$ cat config.mk
export PLATFORM = sky130hd
export DESIGN_NAME = base32hex_stream_decoder_unit
export DESIGN_NICKNAME = d
export VERILOG_FILES = /design/src/hdl/b32h_pkg.sv /design/src/hdl/b32h_front.sv /design/src/hdl/b32h_queue.sv /design/src/hdl/b32h_back.sv /design/src/hdl/base32hex_stream_decoder_unit.sv
export SDC_FILE = /design/constraint.sdc
export NUM_CORES = 1
export LEC_CHECK = 0
export BUFFER_PORTS_ARGS = -buffer_cell sky130_fd_sc_hd__buf_4
export CAP_MARGIN = 10
export CORE_MARGIN = 5
export CORE_UTILIZATION = 30
export CTS_BUF_LIST = sky130_fd_sc_hd__clkbuf_16
export DETAILED_ROUTE_END_ITERATION = 7
export PLACE_DENSITY = 0.51
export SLEW_MARGIN = 20
export SYNTH_ARGS = -nofsm -noshare
export SYNTH_HDL_FRONTEND = slang
export SYNTH_SLANG_ARGS = --single-unit
$ cat constraint.sdc
create_clock -name clk -period 3.7 [get_ports clk]
set_input_delay 0.74 -clock clk [delete_from_list [all_inputs] [get_ports clk]]
set_output_delay 0.74 -clock clk [all_outputs]
set_load 0.02 [all_outputs]
$ cat src/hdl/b32h_pkg.sv
// Shared types and constants for the base32hex stream decoder.
package b32h_pkg;

  // Character classes found by the front end
  localparam logic [1:0] KIND_SYM = 2'd0;
  localparam logic [1:0] KIND_PAD = 2'd1;
  localparam logic [1:0] KIND_BAD = 2'd2;

  // Result status codes
  localparam logic [1:0] STATUS_DATA    = 2'd0;
  localparam logic [1:0] STATUS_END_OK  = 2'd1;
  localparam logic [1:0] STATUS_END_ERR = 2'd2;

  // Character codes
  localparam logic [7:0] CHAR_PAD    = 8'h3D;  // '='
  localparam logic [7:0] CHAR_ZERO   = 8'h30;  // '0'
  localparam logic [7:0] CHAR_NINE   = 8'h39;  // '9'
  localparam logic [7:0] CHAR_UP_A   = 8'h41;  // 'A'
  localparam logic [7:0] CHAR_UP_V   = 8'h56;  // 'V'
  localparam logic [7:0] CHAR_LO_A   = 8'h61;  // 'a'
  localparam logic [7:0] CHAR_LO_V   = 8'h76;  // 'v'
  localparam logic [4:0] LETTER_BASE = 5'd10;

  // Queue between front and back end
  localparam int QUEUE_DEPTH = 4;
  localparam int QPTR_BITS   = $clog2(QUEUE_DEPTH);

  // One classified character
  typedef struct packed {
    logic [1:0] kind;
    logic [4:0] sym;
    logic       last;
  } item_t;

  // Queue status as seen by the back end
  typedef struct packed {
    logic  head_valid;
    item_t head;
  } q_head_t;

endpackage

$ cat src/hdl/b32h_front.sv
// Front end: classify one character into symbol, pad or invalid.
module b32h_front (
  input  logic [7:0]    char_code,
  input  logic          final_char,
  output b32h_pkg::item_t item
);

  logic [7:0] diff;

  always_comb begin
    diff      = 8'd0;
    item.kind = b32h_pkg::KIND_BAD;
    item.sym  = 5'd0;
    item.last = final_char;
    if (char_code >= b32h_pkg::CHAR_ZERO && char_code <= b32h_pkg::CHAR_NINE) begin
      diff      = char_code - b32h_pkg::CHAR_ZERO;
      item.kind = b32h_pkg::KIND_SYM;
      item.sym  = diff[4:0];
    end else if (char_code >= b32h_pkg::CHAR_UP_A && char_code <= b32h_pkg::CHAR_UP_V) begin
      diff      = char_code - b32h_pkg::CHAR_UP_A;
      item.kind = b32h_pkg::KIND_SYM;
      item.sym  = diff[4:0] + b32h_pkg::LETTER_BASE;
    end else if (char_code >= b32h_pkg::CHAR_LO_A && char_code <= b32h_pkg::CHAR_LO_V) begin
      diff      = char_code - b32h_pkg::CHAR_LO_A;
      item.kind = b32h_pkg::KIND_SYM;
      item.sym  = diff[4:0] + b32h_pkg::LETTER_BASE;
    end else if (char_code == b32h_pkg::CHAR_PAD) begin
      item.kind = b32h_pkg::KIND_PAD;
    end
  end

endmodule

$ cat src/hdl/b32h_queue.sv
// Short FIFO of classified characters between front and back end.
module b32h_queue (
  input  logic            clk,
  input  logic            rst,
  input  logic            push,
  input  b32h_pkg::item_t push_item,
  input  logic            pop,
  output logic            full,
  output b32h_pkg::q_head_t q_head
);

  b32h_pkg::item_t entries [b32h_pkg::QUEUE_DEPTH];
  logic [b32h_pkg::QPTR_BITS-1:0] wr_ptr;
  logic [b32h_pkg::QPTR_BITS-1:0] rd_ptr;
  logic [b32h_pkg::QPTR_BITS:0]   count;

  assign full              = (count == (b32h_pkg::QPTR_BITS+1)'(b32h_pkg::QUEUE_DEPTH));
  assign q_head.head_valid = (count != '0);
  assign q_head.head       = entries[rd_ptr];

  always_ff @(posedge clk) begin
    if (push) begin
      entries[wr_ptr] <= push_item;
    end
  end

  always_ff @(posedge clk) begin
    if (rst) begin
      wr_ptr <= '0;
      rd_ptr <= '0;
      count  <= '0;
    end else begin
      if (push) wr_ptr <= wr_ptr + 1'b1;
      if (pop)  rd_ptr <= rd_ptr + 1'b1;
      if (push && !pop) begin
        count <= count + 1'b1;
      end else if (pop && !push) begin
        count <= count - 1'b1;
      end
    end
  end

endmodule

$ cat src/hdl/b32h_back.sv
// Back end: bit accumulator, message mode, byte count and output register.
module b32h_back #(
  parameter int COUNT_BITS = 16
) (
  input  logic              clk,
  input  logic              rst,
  input  b32h_pkg::q_head_t q_head,
  output logic              pop,
  output logic              out_valid,
  input  logic              out_stall,
  output logic [7:0]        out_byte,
  output logic [1:0]        status,
  output logic [15:0]       decoded_count
);

  localparam logic [1:0] MODE_NORMAL  = 2'd0;
  localparam logic [1:0] MODE_STOPPED = 2'd1;
  localparam logic [1:0] MODE_ERROR   = 2'd2;

  logic [6:0]            leftover_bits, leftover_bits_next;
  logic [2:0]            bit_count, bit_count_next;
  logic [1:0]            mode, mode_next;
  logic [COUNT_BITS-1:0] byte_total, byte_total_next;
  logic                  pending_end, pending_end_next;

  logic [11:0]           acc;
  logic [3:0]            bits;
  logic [2:0]            nb;
  logic [6:0]            mask;
  logic [7:0]            byte_val;
  logic [COUNT_BITS-1:0] total_inc;
  logic [31:0]           total_wide;
  logic [15:0]           total_report;
  logic                  need_out, out_free, go;
  logic [7:0]            res_byte;
  logic [1:0]            res_status;
  logic [15:0]           res_count;
  logic                  state_clear;

  assign out_free = !out_valid || !out_stall;

  always_comb begin
    acc       = {leftover_bits, q_head.head.sym};
    bits      = {1'b0, bit_count} + 4'd5;
    nb        = bits[2:0];
    mask      = 7'((8'd1 << nb) - 8'd1);
    byte_val  = 8'(acc >> nb);
    total_inc = (byte_total != '1) ? byte_total + 1'b1 : byte_total;

    leftover_bits_next = leftover_bits;
    bit_count_next     = bit_count;
    mode_next          = mode;
    byte_total_next    = byte_total;
    pending_end_next   = pending_end;
    need_out           = 1'b0;
    pop                = 1'b0;
    state_clear        = 1'b0;
    res_byte           = 8'd0;
    res_status         = b32h_pkg::STATUS_DATA;
    res_count          = 16'd0;

    if (pending_end) begin
      need_out = 1'b1;
      res_status = (mode == MODE_ERROR) ? b32h_pkg::STATUS_END_ERR : b32h_pkg::STATUS_END_OK;
      pending_end_next = 1'b0;
      state_clear = 1'b1;
      pop = 1'b1;
    end else begin
      unique case (mode)
        MODE_NORMAL: begin
          unique case (q_head.head.kind)
            b32h_pkg::KIND_PAD: mode_next = MODE_STOPPED;
            b32h_pkg::KIND_SYM: begin
              leftover_bits_next = acc[6:0] & mask;
              bit_count_next     = nb;
              if (bits[3]) begin
                byte_total_next = total_inc;
                need_out        = 1'b1;
                res_byte        = byte_val;
                res_status      = b32h_pkg::STATUS_DATA;
              end
            end
            default: mode_next = MODE_ERROR;
          endcase
        end
        default: ;
      endcase
      if (q_head.head.last && need_out) begin
        // byte goes first, end word follows on the next slot
        pending_end_next = 1'b1;
      end else if (q_head.head.last) begin
        need_out   = 1'b1;
        res_status = (mode_next == MODE_ERROR) ? b32h_pkg::STATUS_END_ERR
                                               : b32h_pkg::STATUS_END_OK;
        state_clear = 1'b1;
        pop = 1'b1;
      end else begin
        pop = 1'b1;
      end
    end

    total_wide   = 32'(byte_total_next);
    total_report = (total_wide > 32'h0000_FFFF) ? 16'hFFFF : total_wide[15:0];
    if (res_status != b32h_pkg::STATUS_END_ERR) begin
      res_count = total_report;
    end

    go = q_head.head_valid && (!need_out || out_free);
    if (!go) pop = 1'b0;
  end

  always_ff @(posedge clk) begin
    if (rst) begin
      leftover_bits <= '0;
      bit_count     <= '0;
      mode          <= MODE_NORMAL;
      byte_total    <= '0;
      pending_end   <= 1'b0;
    end else if (go) begin
      pending_end <= pending_end_next;
      if (state_clear) begin
        leftover_bits <= '0;
        bit_count     <= '0;
        mode          <= MODE_NORMAL;
        byte_total    <= '0;
      end else begin
        leftover_bits <= leftover_bits_next;
        bit_count     <= bit_count_next;
        mode          <= mode_next;
        byte_total    <= byte_total_next;
      end
    end
  end

  always_ff @(posedge clk) begin
    if (rst) begin
      out_valid <= 1'b0;
    end else if (out_free) begin
      out_valid <= go && need_out;
    end
  end

  always_ff @(posedge clk) begin
    if (out_free && go && need_out) begin
      out_byte      <= res_byte;
      status        <= res_status;
      decoded_count <= res_count;
    end
  end

endmodule

$ cat src/hdl/base32hex_stream_decoder_unit.sv
// Base32hex stream decoder: one character per input word, data bytes and an end word out.
//
// Each input word carries one raw character and a last-of-message flag. Characters
// 0-9, A-V and a-v give five bits each, which are packed MSB first into bytes; each
// completed byte leaves as a data word (status 0) with the running count of bytes in
// the message. An '=' stops decoding until the last word; before it, any other character
// puts the message in error. The last word of a message always adds an end word: status 1
// with the byte count (saturating at 2^COUNT_BITS-1, then at 65535), or status 2 with
// byte and count zero. Leftover bits are dropped and the next message starts clean.
// Rate: one character per cycle while the queue is not full. A character that both
// completes a byte and ends the message yields two output words and holds the back end
// until both are out; the four-entry queue between the classifier and the back end
// absorbs that and output stalls. Results pass the queue and then the output register.
module base32hex_stream_decoder_unit #(
  parameter int COUNT_BITS = 16
) (
  input  logic        clk,
  input  logic        rst,
  input  logic        in_valid,
  output logic        in_stall,
  input  logic [7:0]  char_code,
  input  logic        final_char,
  output logic        out_valid,
  input  logic        out_stall,
  output logic [7:0]  out_byte,
  output logic [1:0]  status,
  output logic [15:0] decoded_count
);

  b32h_pkg::item_t   front_item;
  b32h_pkg::q_head_t q_head;
  logic              q_full;
  logic              q_push;
  logic              q_pop;

  // Classify the incoming character
  b32h_front u_front (
    .char_code  (char_code),
    .final_char (final_char),
    .item       (front_item)
  );

  // Hold off the sender only when the queue is full
  assign in_stall = q_full;
  assign q_push   = in_valid && !q_full;

  b32h_queue u_queue (
    .clk       (clk),
    .rst       (rst),
    .push      (q_push),
    .push_item (front_item),
    .pop       (q_pop),
    .full      (q_full),
    .q_head    (q_head)
  );

  // Decode, count and register the results
  b32h_back #(
    .COUNT_BITS (COUNT_BITS)
  ) u_back (
    .clk           (clk),
    .rst           (rst),
    .q_head        (q_head),
    .pop           (q_pop),
    .out_valid     (out_valid),
    .out_stall     (out_stall),
    .out_byte      (out_byte),
    .status        (status),
    .decoded_count (decoded_count)
  );

endmodule

# Yosys cells after proc, flatten, opt, wreduce, memory -nomap -nowiden
# Memories as Yosys holds them, arrays and structs flattened. A register that Yosys moved wholly into a read port is not among the register bits.
# Index checks and enable logic that the tools add are counted.
# classes
add_sub_neg	12
mux	50
eq_ne	8
n_reduce_logical	28
order_cmp	6
shift	2
n_bitwise	4
# ops
operator	count
$mux 16	6
$mux 7	6
$mux 2	13
$mux 3	6
$mux 1	17
$add 16x1->16 const B	1
$ge 8x7->1 const B	2
$le 8x7->1 const B	2
$ne 16x16->1 const B	1
$shr 12x3->8	1
$logic_and 1x1->1	11
$add 5x4->5 const B	2
$sub 5x1->5 const B	2
$eq 8x6->1 const B	1
$ge 8x6->1 const B	1
$le 8x6->1 const B	1
$and 7x7->7	1
$shl 1x3->7 const A	1
$sub 7x1->7 const B	1
$logic_not 1->1	6
$reduce_bool 2->1	3
$mux 5	1
$sub 5x5->5 const B	1
$add 2x1->2 const B	2
other kinds (15)	21
# word_totals
n_memories	1
out_inout_bits	28
register_bits	63
inputBits	13
ramBits	32
word_cells	123
# memory_table
memory	depth	width	read_ports	rd_ports_with_merged_regs	wr	line_no	rtl
u_queue.entries	4	8	1	1	1	b32h_queue.sv:12	b32h_pkg::item_t entries [b32h_pkg::QUEUE_DEPTH];

# Logic depth before layout (Yosys ltp)
# depth
word_depth	15
mapped_depth	11
depth_no_buf	10

# By module
# A second synthesis with hierarchy kept.
# unflattened
hier_cells	468
area_unflattened_um2	5127.4
# by_module_without_submodules
module	instances	area_per_inst_um2	seq_area_each_um2	cells_per_inst
b32h_back	1	3275.6	1381.3	350
b32h_queue	1	1589.0	1141.1	86
b32h_front	1	249.0	0.0	31
base32hex_stream_decoder_unit	1	13.8	0.0	1

# Worst setup path after synthesis
# No wires, ideal clock.
# synth_timing
path_type	register to register
startpoint	register (tool-made name)
endpoint	register u_back.decoded_count[0] (enable)
required_ns	3.315
path_slack_ns	0.694
n_path_buf	2
path_stages_with_launch	8
synth_period_minus_slack_ns	3.006
t_arrival_ns	2.621
setup_time_ns	0.385
cell_sequence	dfxtp_1 -> buf_2 -> mux2_2 -> o22a_1 -> a31oi_4 -> and2_1 -> clkbuf_1 -> and2_1
# synth_rtl
item	line_no	rtl
end signal: assignment	b32h_back.sv:147	decoded_count <= res_count;
end: declaration	b32h_back.sv:13	output logic [15:0] decoded_count

==> impl_metrics.json <==
{
  "status": "completed",
  "cp_top_family": "simple AND/OR/NAND/NOR gates",
  "setup_viol": 0,
  "yosysUniqueCellTypes": 60,
  "dieArea_um2": 19800,
  "io_pins": 41,
  "hold_depth": 2,
  "crit_buf_inv": 1,
  "first_pass_iters": 5,
  "die_w_um": 141,
  "fmax_ghz": 0.339,
  "p_leak_nw": 2.07,
  "grt_pass1_vias": 3628,
  "tightest_slew_ns": 0.821,
  "fp-row-count": 47,
  "end_kind": "register",
  "synth-seq-cells": 97,
  "synthCells": 480,
  "rsz0062_at_grt": "no",
  "tns_ns": 0,
  "cts_resized": 0,
  "yosys_warnings": 0,
  "rr_worst_depth": 10,
  "crit_arrival_ns": 3.23,
  "timing.final.crit_period_ns": 2.95,
  "slowest_delay_ns": 0.61,
  "grt_max_degree": 43,
  "path_clk_slew_ns": 0.07,
  "crit_chain": "mux4_2, nor4_1, nand2_1, nand3_1, ha_1, inv_1, fa_1, xor2_1, or3_1, a21oi_1",
  "slew_headroom": 0.449,
  "hold_violations": 0,
  "cts_htree_levels": 3,
  "post_cts_buffers": 0,
  "wirelength_um": 11200,
  "ir_drop_v": 0.000304,
  "hold_path.class": "reg -> reg",
  "hold_start": "u_back.byte_total[1]",
  "drive_gt1_frac": 0.178,
  "cap_violations": 0,
  "fin_skew_ns": 0.00745,
  "vias": 3782,
  "fin_crit_sh": 0.796,
  "rr_endpoint": "u_queue.count[2]",
  "rrSetupSlack_ns": 0.75,
  "clk_latency_ns": 0.35,
  "root_buffer": "clkbuf_16",
  "viasPerCell": 5.05,
  "die_height_um": 141,
  "holdWs_ns": 0.511,
  "n_fill_cell": 1680,
  "synth_top_flop_cell": "edfxtp_1",
  "cp_max_fo": 6,
  "synth-seq-area-share": 0.492,
  "power_mw": 3.88,
  "place_congestion": 0.838,
  "cts.hold.buffers_added": 0,
  "hpwl_um": 8110,
  "antenna_cells": 0,
  "ant_nets": 0,
  "cts_sinks": 97,
  "async_flop_share": 0,
  "clk_path_buf_depth": 2,
  "synth_edf_count": 58,
  "avgSynthCellArea_um2": 10.7,
  "power_density_nw_per_um2": 647,
  "grt_pass1_wl_um": 18400,
  "numCtsBuffers": 9,
  "io_buffers": 40,
  "cp-start-kind": "register",
  "gr-total-overflow": 0,
  "drc": 0,
  "start_util": 0.307,
  "antenna_found_initial": 0,
  "slew_violations": 0,
  "cts_tree": "done",
  "core_area_um2": 16700,
  "cp.required_ns": 3.98,
  "critPathKind": "reg -> reg",
  "syn_nets": 509,
  "finalNetCount": 553,
  "syn_area_um2": 5130,
  "route.detailed.wl_per_inst_um": 14.9,
  "syn_to_final_growth_pct": 16.9,
  "grt_use_total": 0.115,
  "holdPathEnd": "u_back.byte_total[1]",
  "drtIter0Drc": 276,
  "cpMaxStageDelayCell": "mux4_2"
}
==> tightest hold or removal path, delay by kind of cell (launching register included) <==
family	cells	cell delay, ns
DFF	1	0.33
and+or+nand+nor	1	0.07
AOI/OAI and AO/OA	1	0.07
==> final cells by class <==
class	count	area [um^2]	share of cell area
Sequential cell	97	2520	0.421
Timing Repair Buffer	53	398	0.0663
Inverter	21	78.8	0.0131
Clock inverter	7	63.8	0.0106
Multi-Input combinational cell	342	2430	0.406
Clock buffer	9	225	0.0375
Tap cell	220	275	0.0459
==> logic make-up (layout without fill, tap and decap cells) <==
kind of cell,after synthesis,in the layout,synth area share
simple gates,179,179,0.186
flops,97,97,0.492
mux,29,29,0.0868
xor+xnor,21,21,0.0358
buf+inv,41,90,0.0339
fa+ha+maj,16,16,0.0405
compound gates,97,97,0.125
==> report_power, final <==
part | internal, mW | switching, mW | total (mW) | leakage, nW
Clock | 0.516 | 0.385 | 0.901 | 0.138
Sequential | 1.39 | 0.102 | 1.49 | 0.866
Combinational | 0.579 | 0.912 | 1.49 | 1.06
==> registers in the layout, summed over array words and instances, names as in the netlist, named ones only <==
name                  count
u_queue.entries          32
u_back.byte_total        16
u_back.decoded_count     16
u_back.out_byte           8
u_back.leftover_bits      7
u_back.bit_count          3
u_queue.count             3
u_back.mode               2
u_back.status             2
u_queue.rd_ptr            2
u_queue.wr_ptr            2
u_back.out_valid          1
u_back.pending_end        1
==> cells in the final DEF, fill, tap and decap left out, drive strengths merged, types with 7 or more instances in the layout <==
| cell | Yosys | final |
|---|---|---|
| xor2 | 12 | 12 |
| or3 | 12 | 12 |
| nand3 | 12 | 12 |
| clkbuf | 11 | 9 |
| o21ai | 24 | 24 |
| o32ai | 9 | 9 |
| dfxtp | 39 | 39 |
| and2 | 14 | 14 |
| mux2i | 13 | 13 |
| nor3 | 12 | 12 |
| mux4 | 12 | 12 |
| buf | 9 | 53 |
| nand4 | 7 | 7 |
| a21oi | 30 | 30 |
| inv | 20 | 22 |
| nand2 | 42 | 42 |
| xnor2 | 9 | 9 |
| edfxtp | 58 | 58 |
| nor2 | 44 | 44 |
| ha | 15 | 15 |
==> metrics by stage <==
stage,cells,util,setup slack [ns],cell area [um^2]
final,749,0.359,0.753,6000
after detailed placement,733,0.342,0.746,5710
after CTS,749,0.359,0.736,6000
after global placement,733,0.342,0.804,5710
after global routing,749,0.359,0.540,6000
after floorplan,480,-,0.694,5130
==> cell usage after synthesis, types with 13 or more instances <==
master,number,area share
dfxtp_1,39,0.15
nand2_1,41,0.030
nor2_1,44,0.032
a21oi_1,30,0.029
mux2i_1,13,0.025
o21ai_0,24,0.023
ha_1,15,0.037
edfxtp_1,58,0.34
and2_1,13,0.016
inv_1,20,0.015
==> metal layers <==
layer | track usage | wire length [um] | up-vias
met4 | 0.0398 | 170 | 0
met2 | 0.182 | 5280 | 99
met1 | 0.154 | 5170 | 1794
met5 | 0 | 0 | -
met3 | 0.0274 | 551 | 15
li1 | - | - | 1874
==> how the worst max path moves through the flow <==
| stage | from | end | slack, ns | cells after the start |
|---|---|---|---|---|
| after detailed placement | register | u_queue.count[2] | 0.75 | 10 |
| after CTS | register | u_queue.count[2] | 0.74 | 10 |
| after global routing | register | u_queue.count[2] | 0.54 | 10 |
| final | register | u_queue.count[2] | 0.75 | 10 |
| after global placement | register | u_queue.count[2] | 0.80 | 10 |
| after floorplan | register | u_back.decoded_count[0] | 0.69 | 7 |
No activity file was read; power rests on OpenSTA's default activity.
